$ cat config.mk
export PLATFORM = sky130hd
export DESIGN_NAME = mode_s_preamble_sync
export DESIGN_NICKNAME = d
export VERILOG_FILES = /design/src/sv/msps_pkg.sv /design/src/sv/msps_datapath.sv /design/src/sv/msps_ctrl.sv /design/src/sv/mode_s_preamble_sync.sv
export SDC_FILE = /design/constraint.sdc
export NUM_CORES = 2
export LEC_CHECK = 0
export BUFFER_PORTS_ARGS = -buffer_cell sky130_fd_sc_hd__buf_2
export CORE_UTILIZATION = 45
export CTS_CLUSTER_DIAMETER = 150
export DETAILED_ROUTE_END_ITERATION = 10
export HOLD_SLACK_MARGIN = 0.08
export PLACE_DENSITY = 0.63
export SLEW_MARGIN = 20
export SYNTH_ARGS = -nofsm -noshare
export SYNTH_HDL_FRONTEND = slang
export SYNTH_SLANG_ARGS = --single-unit
export TNS_END_PERCENT = 30
$ cat constraint.sdc
create_clock -name i_clk -period 60.2 [get_ports i_clk]
set_input_delay 12.04 -clock i_clk [delete_from_list [all_inputs] [get_ports i_clk]]
set_output_delay 12.04 -clock i_clk [all_outputs]
set_load 0.05 [all_outputs]
$ cat src/sv/msps_pkg.sv
// ============================================================================
// msps_pkg: shared types and constants for the Mode S preamble sync block
// Word layouts, controller/datapath link structs, register indexes, defaults.
// ============================================================================
package msps_pkg;

    localparam int SAMPLE_BITS    = 16;
    localparam int GAIN_BITS      = 16;
    localparam int GAIN_FRAC_BITS = 8;
    localparam int SPC_REG_BITS   = 3;
    localparam int CFG_DATA_BITS  = 16;
    localparam int CFG_IDX_BITS   = 1;
    localparam int PREAMBLE_CHIPS = 16;

    // Bit k is the expected level of preamble chip k.
    localparam logic [PREAMBLE_CHIPS-1:0] PREAMBLE_PATTERN = 16'h0285;

    localparam int DEF_MAX_SPC      = 4;
    localparam int DEF_BURST_CHIPS  = 240;
    localparam int DEF_WINDOW_DEPTH = 64;

    localparam logic [SPC_REG_BITS-1:0] SPC_RESET  = 3'd2;
    localparam logic [GAIN_BITS-1:0]    GAIN_RESET = 16'd1024;

    localparam logic [CFG_IDX_BITS-1:0] REG_SAMPLES_PER_CHIP = 1'd0;
    localparam logic [CFG_IDX_BITS-1:0] REG_THRESHOLD_GAIN   = 1'd1;

    typedef struct packed {
        logic [SAMPLE_BITS-1:0] magnitude;
        logic [SAMPLE_BITS-1:0] average_level;
    } t_in_word;

    typedef struct packed {
        logic [SAMPLE_BITS-1:0] chip_sample;
        logic                   burst_first;
        logic                   burst_last;
    } t_out_word;

    typedef struct packed {
        logic fire;
        logic edge_hit;
        logic peak_hit;
        logic pattern_ok;
    } t_dp_status;

    typedef struct packed {
        logic emit;
        logic first;
        logic last;
    } t_ctl_cmd;

    typedef enum logic [1:0] {
        ST_IDLE   = 2'd0,
        ST_CLIMB  = 2'd1,
        ST_BURST  = 2'd2
    } t_sync_state;

endpackage

$ cat src/sv/msps_datapath.sv
// ============================================================================
// msps_datapath: sample window, edge/peak/preamble tests and output register
// Holds the look-ahead shift line and produces the status flags for the
// controller; loads a result word when the controller asks for one.
// ============================================================================
module msps_datapath #(
    parameter int MAX_SPC      = 4,
    parameter int WINDOW_DEPTH = 64,
    parameter int SPC_W        = 3
) (
    input  logic                          i_clk,
    input  logic                          i_rst_n,
    input  logic                          i_in_valid,
    output logic                          o_in_stall,
    input  msps_pkg::t_in_word            i_in,
    output logic                          o_out_valid,
    input  logic                          i_out_stall,
    output msps_pkg::t_out_word           o_out,
    input  logic [SPC_W-1:0]              i_spc,
    input  logic [msps_pkg::GAIN_BITS-1:0] i_gain,
    input  msps_pkg::t_ctl_cmd            i_cmd,
    output msps_pkg::t_dp_status          o_status
);
    import msps_pkg::*;

    localparam int TAPS = WINDOW_DEPTH - 1;
    localparam int TA_W = (TAPS > 1) ? $clog2(TAPS) : 1;
    localparam int PW   = SAMPLE_BITS + GAIN_BITS;

    // r_mag[j] holds the sample that sits at look-ahead j before the
    // next shift; the incoming word becomes the newest position.
    logic [SAMPLE_BITS-1:0] r_mag [TAPS];
    logic [SAMPLE_BITS-1:0] r_avg [TAPS];
    logic                   r_out_valid;
    t_out_word              r_out;

    logic                   fire;
    logic [PW-1:0]          prod;
    logic [PW-1:0]          mag_scaled;
    logic [SAMPLE_BITS:0]   twice_slice;
    logic [SAMPLE_BITS-1:0] look [PREAMBLE_CHIPS];
    logic                   ok;

    assign o_in_stall  = r_out_valid & i_out_stall;
    assign fire        = i_in_valid & ~o_in_stall;
    assign o_out_valid = r_out_valid;
    assign o_out       = r_out;

    assign prod        = PW'(r_avg[0]) * PW'(i_gain);
    assign mag_scaled  = PW'(r_mag[0]) << GAIN_FRAC_BITS;
    assign twice_slice = {1'b0, r_mag[0]} + {1'b0, r_avg[0]};

    always_comb begin
        int pos;
        pos = 0;
        for (int k = 0; k < PREAMBLE_CHIPS; k++) begin
            look[k] = '0;
            for (int s = 1; s <= MAX_SPC; s++) begin
                pos = k * s;
                if (int'(i_spc) == s) begin
                    if (pos < TAPS) begin
                        look[k] = r_mag[TA_W'(pos)];
                    end else begin
                        look[k] = i_in.magnitude;
                    end
                end
            end
        end
    end

    always_comb begin
        ok = 1'b1;
        for (int k = 0; k < PREAMBLE_CHIPS; k++) begin
            if (PREAMBLE_PATTERN[k]) begin
                ok = ok & ({look[k], 1'b0} > twice_slice);
            end else begin
                ok = ok & ({look[k], 1'b0} < twice_slice);
            end
        end
    end

    always_comb begin
        o_status.fire       = fire;
        o_status.edge_hit   = mag_scaled > prod;
        o_status.peak_hit   = r_mag[0] > r_mag[1];
        o_status.pattern_ok = ok;
    end

    always_ff @(posedge i_clk) begin
        if (!i_rst_n) begin
            for (int j = 0; j < TAPS; j++) begin
                r_mag[j] <= '0;
                r_avg[j] <= '0;
            end
        end else if (fire) begin
            for (int j = 0; j < TAPS - 1; j++) begin
                r_mag[j] <= r_mag[j+1];
                r_avg[j] <= r_avg[j+1];
            end
            r_mag[TAPS-1] <= i_in.magnitude;
            r_avg[TAPS-1] <= i_in.average_level;
        end
    end

    always_ff @(posedge i_clk) begin
        if (!i_rst_n) begin
            r_out_valid <= 1'b0;
        end else if (fire && i_cmd.emit) begin
            r_out_valid <= 1'b1;
        end else if (!i_out_stall) begin
            r_out_valid <= 1'b0;
        end
    end

    always_ff @(posedge i_clk) begin
        if (fire && i_cmd.emit) begin
            r_out.chip_sample <= r_mag[0];
            r_out.burst_first <= i_cmd.first;
            r_out.burst_last  <= i_cmd.last;
        end
    end

endmodule

$ cat src/sv/msps_ctrl.sv
// ============================================================================
// msps_ctrl: preamble search and burst sampling state machine
// Walks idle, rising and burst on the oldest window sample and counts the
// samples of a running burst.
// ============================================================================
module msps_ctrl #(
    parameter int MAX_SPC     = 4,
    parameter int BURST_CHIPS = 240,
    parameter int SPC_W       = 3
) (
    input  logic                 i_clk,
    input  logic                 i_rst_n,
    input  logic [SPC_W-1:0]     i_spc,
    input  msps_pkg::t_dp_status i_status,
    output msps_pkg::t_ctl_cmd   o_cmd
);
    import msps_pkg::*;

    localparam int REM_W = $clog2(BURST_CHIPS * MAX_SPC + 1);
    localparam int PH_W  = (MAX_SPC > 1) ? $clog2(MAX_SPC) : 1;

    t_sync_state      r_state, n_state;
    logic [REM_W-1:0] r_rem, n_rem;
    logic [REM_W-1:0] r_total, n_total;
    logic [SPC_W-1:0] r_bspc, n_bspc;
    logic [PH_W-1:0]  r_phase, n_phase;

    logic             go_rise;
    logic             start;
    logic             step;
    logic [REM_W-1:0] total_new;
    logic [REM_W-1:0] eff_rem;
    logic [REM_W-1:0] eff_total;
    logic [SPC_W-1:0] eff_bspc;
    logic [PH_W-1:0]  eff_phase;

    // Several transitions can fall on one word: an edge, the peak and a
    // preamble match all resolve in the same cycle and start the burst.
    always_comb begin
        go_rise   = ((r_state == ST_IDLE) && i_status.edge_hit) || (r_state == ST_CLIMB);
        start     = go_rise && i_status.peak_hit && i_status.pattern_ok;
        step      = start || ((r_state == ST_BURST) && (r_rem != '0));
        total_new = REM_W'(BURST_CHIPS * int'(i_spc));
        eff_rem   = start ? total_new : r_rem;
        eff_total = start ? total_new : r_total;
        eff_bspc  = start ? i_spc : r_bspc;
        eff_phase = start ? '0 : r_phase;
    end

    always_comb begin
        n_state = r_state;
        if (i_status.fire) begin
            case (r_state)
                ST_IDLE, ST_CLIMB: begin
                    if (!go_rise) begin
                        n_state = ST_IDLE;
                    end else if (!i_status.peak_hit) begin
                        n_state = ST_CLIMB;
                    end else if (i_status.pattern_ok) begin
                        n_state = ST_BURST;
                    end else begin
                        n_state = ST_IDLE;
                    end
                end
                ST_BURST: begin
                    if (r_rem == '0) begin
                        n_state = ST_IDLE;
                    end
                end
                default: n_state = ST_IDLE;
            endcase
        end
    end

    always_comb begin
        n_rem   = r_rem;
        n_total = r_total;
        n_bspc  = r_bspc;
        n_phase = r_phase;
        if (i_status.fire && step) begin
            n_rem   = eff_rem - 1'b1;
            n_total = eff_total;
            n_bspc  = eff_bspc;
            n_phase = (eff_phase == '0) ? PH_W'(eff_bspc - 1'b1) : eff_phase - 1'b1;
        end
    end

    always_comb begin
        o_cmd.emit  = step && (eff_phase == '0);
        o_cmd.first = eff_rem == eff_total;
        o_cmd.last  = eff_rem == REM_W'(eff_bspc);
    end

    always_ff @(posedge i_clk) begin
        if (!i_rst_n) begin
            r_state <= ST_IDLE;
            r_rem   <= '0;
            r_total <= REM_W'(BURST_CHIPS);
            r_bspc  <= SPC_W'(1);
            r_phase <= '0;
        end else begin
            r_state <= n_state;
            r_rem   <= n_rem;
            r_total <= n_total;
            r_bspc  <= n_bspc;
            r_phase <= n_phase;
        end
    end

endmodule

$ cat src/sv/mode_s_preamble_sync.sv
// ============================================================================
// mode_s_preamble_sync: Mode S preamble detector and burst chip sampler
// Finds a 16-chip preamble in a stream of magnitude samples and passes on
// one magnitude per chip for the following burst.
//
//   Channel   Signals                              Direction
//   input     i_in_valid, o_in_stall, i_in         sample word in
//   output    o_out_valid, i_out_stall, o_out      chip word out
//   config    i_cfg_we, i_cfg_index, i_cfg_data    register write
//
// One input word is taken per clock while the input is not stalled; the window
// shift, the gain multiply and the preamble compare all complete in the cycle of acceptance.
// Results trail the input by WINDOW_DEPTH-1 words, the look-ahead window.
// Synchronous reset clears the window and the state machine.
// The input stalls only while a chip word waits in the output register
// and the output side is stalled.
// ============================================================================
module mode_s_preamble_sync #(
    parameter int MAX_SPC      = msps_pkg::DEF_MAX_SPC,
    parameter int BURST_CHIPS  = msps_pkg::DEF_BURST_CHIPS,
    parameter int WINDOW_DEPTH = msps_pkg::DEF_WINDOW_DEPTH
) (
    input  logic                               i_clk,
    input  logic                               i_rst_n,
    input  logic                               i_in_valid,
    output logic                               o_in_stall,
    input  msps_pkg::t_in_word                 i_in,
    output logic                               o_out_valid,
    input  logic                               i_out_stall,
    output msps_pkg::t_out_word                o_out,
    input  logic                               i_cfg_we,
    input  logic [msps_pkg::CFG_IDX_BITS-1:0]  i_cfg_index,
    input  logic [msps_pkg::CFG_DATA_BITS-1:0] i_cfg_data
);
    import msps_pkg::*;

    localparam int SPC_W = $clog2(MAX_SPC + 1);

    logic [SPC_REG_BITS-1:0] r_spc_reg;
    logic [GAIN_BITS-1:0]    r_gain;
    logic [SPC_W-1:0]        spc;
    t_dp_status              status;
    t_ctl_cmd                cmd;

    always_ff @(posedge i_clk) begin
        if (!i_rst_n) begin
            r_spc_reg <= SPC_RESET;
            r_gain    <= GAIN_RESET;
        end else if (i_cfg_we) begin
            case (i_cfg_index)
                REG_SAMPLES_PER_CHIP: r_spc_reg <= i_cfg_data[SPC_REG_BITS-1:0];
                REG_THRESHOLD_GAIN:   r_gain    <= i_cfg_data[GAIN_BITS-1:0];
                default: ;
            endcase
        end
    end

    // Zero counts as one sample per chip, anything above the maximum as the maximum.
    always_comb begin
        if (r_spc_reg == '0) begin
            spc = SPC_W'(1);
        end else if (int'(r_spc_reg) > MAX_SPC) begin
            spc = SPC_W'(MAX_SPC);
        end else begin
            spc = SPC_W'(r_spc_reg);
        end
    end

    msps_datapath #(
        .MAX_SPC      (MAX_SPC),
        .WINDOW_DEPTH (WINDOW_DEPTH),
        .SPC_W        (SPC_W)
    ) u_datapath (
        .i_clk       (i_clk),
        .i_rst_n     (i_rst_n),
        .i_in_valid  (i_in_valid),
        .o_in_stall  (o_in_stall),
        .i_in        (i_in),
        .o_out_valid (o_out_valid),
        .i_out_stall (i_out_stall),
        .o_out       (o_out),
        .i_spc       (spc),
        .i_gain      (r_gain),
        .i_cmd       (cmd),
        .o_status    (status)
    );

    msps_ctrl #(
        .MAX_SPC     (MAX_SPC),
        .BURST_CHIPS (BURST_CHIPS),
        .SPC_W       (SPC_W)
    ) u_ctrl (
        .i_clk    (i_clk),
        .i_rst_n  (i_rst_n),
        .i_spc    (spc),
        .i_status (status),
        .o_cmd    (cmd)
    );

endmodule
==> flow_summary_export.csv <==
group,metric,value,unit
floorplanning,fp.dieH,469.3,um
clocking,cts_resized,0,
placement,dpl.hpwl,118700,um
placement,placed_cells,9873,
pwr,peakVddDrop,0.03408,mV
timing,worst_clock_skew,90.85,ps
drt,drt_pass1_iterations,6,
clocking,cts_hold_buf,0,
pwr,power.density,31.58,nW/um2
placement,portBuffers,73,
synth,yosysWarnings,0,
grt,antenna_found_initial,2,
synth,synth_cells,7407,
floorplanning,fp.dieW,469.3,um
synth,synth_cell_types,73,
pwr,power_frac_clock,39.0,%
grt,grtUsageTotal,17.93,%
timing,rsz0062_at_grt,"false",
clocking,clockRootBuffer,"clkbuf_16",
layout,finalNetCount,7904,
clocking,tritoncts,"built",
grt,gr-total-overflow,0,
clocking,cts.sink_count,2081,
timing,relSlewSlack,17.40,%
layout,final_cell_area,108100,um2
worst_setup_path,start_kind,"primary input",
run_status,status,"finished, final reports clean",
worst_setup_path,worstSetupPathType,"in -> out",
floorplanning,rows,171,
timing,finalCritPeriodShare,40.81,%
pwr,swShare,24.29,%
drt,drt_wl_total,200700,um
timing,max_freq,0.04070,GHz
layout,syn_to_final_growth,10.03,%
worst_setup_path,arrival,12530,ps
drt,drc,0,
clocking,cts_buffers,215,
run,maxCapViolations,0,
grt,grt_max_degree,299,
worst_setup_path,crit_required,48160,ps
hold_path,min_path_type,"reg -> reg",
clocking,htree_num_levels,4,
clocking,clkTransAtPathRegs,60,ps
synth,synth_flop_cell,"edfxtp_1",
pwr,seqPwrFrac,51.1,%
grt,grt_pass1_vias,56420,
synth,avgSynthCellArea,13.27,um2
drt,viasPerCell,5.654,
pwr,internal_power,2.585,mW
timing,fin_tns_setup,0,ps
synth,ys_seq_area_share,63.11,%
floorplanning,die_area,220300,um2
hold_path,hold_depth,2,
floorplanning,core_area,217200,um2
worst_setup_path,endpoint_kind,"primary output",
pwr,power.switching,0.8295,mW
timing,hold_violations,0,
worst_setup_path,rrSetupSlack,50010,ps
clocking,clock_latency,870,ps
timing,finalCriticalPeriod,24570,ps
layout,drive_above_1_share,6.417,%
synth,syn_nets,8073,
timing,finalSetupViolations,0,
pwr,power_leakage,45.41,nW
grt,grt_first_pass_wirelength,320700,um
placement,dpl_cell_area,101000,um2
placement,place_congestion,0.9021,
synth,synth.cell_area,98280,um2
synth,async_reset_ff_share,0,%
drt,wl_per_cell,19.54,um
layout,layout.cells.non_filler,10280,
clocking,cts_setup_buffers,0,
pwr,pwr-share-comb,9.9,%
synth,ys_ff_latch,2081,
worst_setup_path,reg2regPathDepth,38,
timing,worstMarginPinSlew,1236,ps
drt,vias,58090,
worst_setup_path,worst-path-max-fanout,3,
floorplanning,io_pins,74,
synth,synth_edf_count,2034,
drt,drtAntennaViolNets,0,
drt,drt_iter0_markers,6194,
timing,drv_slew,0,
clocking,cts.path.max_buffers,3,
floorplanning,start_util,45.25,%
[worst max-delay path, cell delays in order]
cell and delay (ps):
buf_2 80, nand2_1 70, inv_1 80, buf_2 260
[final cells by class]
class | count | area (um2)
Tap cell | 2854 | 3571
Timing Repair Buffer | 156 | 1179
Clock buffer | 279 | 5652
Sequential cell | 2081 | 62020
Multi-Input combinational cell | 4515 | 33280
Clock inverter | 118 | 1410
Fill cell | 18500 | 109000
Inverter | 269 | 1010
Antenna cell | 3 | 7.507
[synthesized netlist by cell type (all sizes together), types with 4 or more instances]
cell,instances,area [um2]
ha,416,5205
nor3,22,110.1
and4,7,61.31
o2111ai,11,102.6
o211ai,14,105.1
a2111oi,8,70.07
edfxtp,2034,61080
inv,268,1006
o31a,6,52.55
dfxtp,47,940.9
or3,5,31.28
and2,1074,6719
mux2i,5,50.05
nand4,43,269.0
a221oi,4,58.81
nor2b,14,87.58
o31ai,9,67.56
a31oi,10,62.56
clkbuf,536,2012
a21o,39,292.8
fa,196,3924
o21bai,8,60.06
a22oi,485,3641
nand3,45,225.2
xor2,24,210.2
a21boi,4,30.03
buf,6,33.78
nor4,16,100.1
nand2b,10,62.56
and3,1078,6744
o21ai,309,1546
o21a,19,142.6
xnor2,35,306.5
a211oi,39,292.8
a21oi,136,684.4
nor2,94,352.8
o22ai,8,50.05
or4,5,37.54
nand2,266,998.5
or2,4,25.03
nand3b,10,75.07
[stage by stage]
| step | worst slack, ps | hold WS, ps | util, % | total power [mW] |
|---|---|---|---|---|
| 2_1_floorplan | 1173 | 450.1 | - | 2.131 |
| 3_3_place_gp | 35590 | 466.6 | 46.50 | 2.098 |
| 3_5_place_dp | 35630 | 481.9 | 46.50 | 2.109 |
| 4_1_cts | 35630 | 485.2 | 49.75 | 3.450 |
| 5_1_grt | 35570 | 494.9 | 49.79 | 3.550 |
| 6_report | 35630 | 487.7 | 49.79 | 3.415 |
[worst paths after layout]
| check | startpoint | end |
|---|---|---|
| worst max-delay path | i_out_stall | o_in_stall |
| worst max register to register | u_datapath.r_avg[0][8]$_SDFFCE_PN0P_ | u_ctrl.r_rem[8]$_SDFFE_PN0P_ |
| worst min-delay path | u_ctrl.r_total[4]$_SDFFE_PN1P_ | u_ctrl.r_total[4]$_SDFFE_PN1P_ |
| worst min register to register | u_ctrl.r_total[4]$_SDFFE_PN1P_ | u_ctrl.r_total[4]$_SDFFE_PN1P_ |
[logic make-up (layout without fill, tap and decap cells)]
kind of cell               after synthesis  in the layout  synth area share (%)
DFF                                   2081           2081                 63.11
and+or+nand+nor                       2701           2701                 16.25
other                                    0              3                     0
AOI/OAI and AO/OA                     1138           1138                 7.663
muxes                                    5              5               0.05093
buffers and inverters                  811            822                 3.109
xor gates and xnor gates                59             59                0.5258
adders and majority gates              612            612                 9.289
[power groups by stage]
stage / registers, mW / clock network [mW] / logic (mW)
3_3_place_gp: 1.77 / 0 / 0.327
4_1_cts: 1.74 / 1.37 / 0.338
2_1_floorplan: 1.90 / 0 / 0.234
5_1_grt: 1.75 / 1.42 / 0.377
6_report: 1.75 / 1.33 / 0.339
3_5_place_dp: 1.77 / 0 / 0.335
[layer usage]
metal	GRT usage [%]	up-vias	share of wire, %
met5	0	-	0
met1	27.41	29110	47
li1	-	26990	-
met2	26.17	1649	44
met3	3.051	343	6.7
met4	4.985	0	2.3
[cell usage in the layout (no fill, tap or decap), types with 8 or more instances in the layout]
cell / netlist / final
o31ai_1: 9 / 9
nor2b_1: 14 / 12
o2111ai_1: 10 / 10
a21o_1: 39 / 39
nor3_1: 22 / 22
nand3b_1: 10 / 10
and2_1: 1073 / 1071
clkbuf_16: 0 / 216
o21a_1: 19 / 19
a211oi_1: 39 / 38
o211ai_1: 14 / 14
xor2_1: 24 / 24
nand2_1: 266 / 265
a21oi_1: 135 / 134
a22oi_1: 485 / 485
nand3_1: 45 / 45
nor2_1: 94 / 93
ha_1: 416 / 416
edfxtp_1: 2034 / 2034
o21bai_1: 8 / 8
clkinv_2: 0 / 36
o22ai_1: 8 / 8
clkinv_1: 1 / 41
buf_4: 0 / 67
a31oi_1: 10 / 10
clkbuf_1: 536 / 62
xnor2_1: 35 / 31
o21ai_0: 309 / 309
nand2b_1: 10 / 10
inv_1: 268 / 268
bufinv_16: 0 / 24
dfxtp_1: 47 / 47
buf_12: 0 / 10
buf_2: 3 / 72
and3_1: 1078 / 1078
nor4_1: 16 / 16
fa_1: 196 / 196
nand4_1: 43 / 43
No activity file was read; power rests on OpenSTA's default activity.
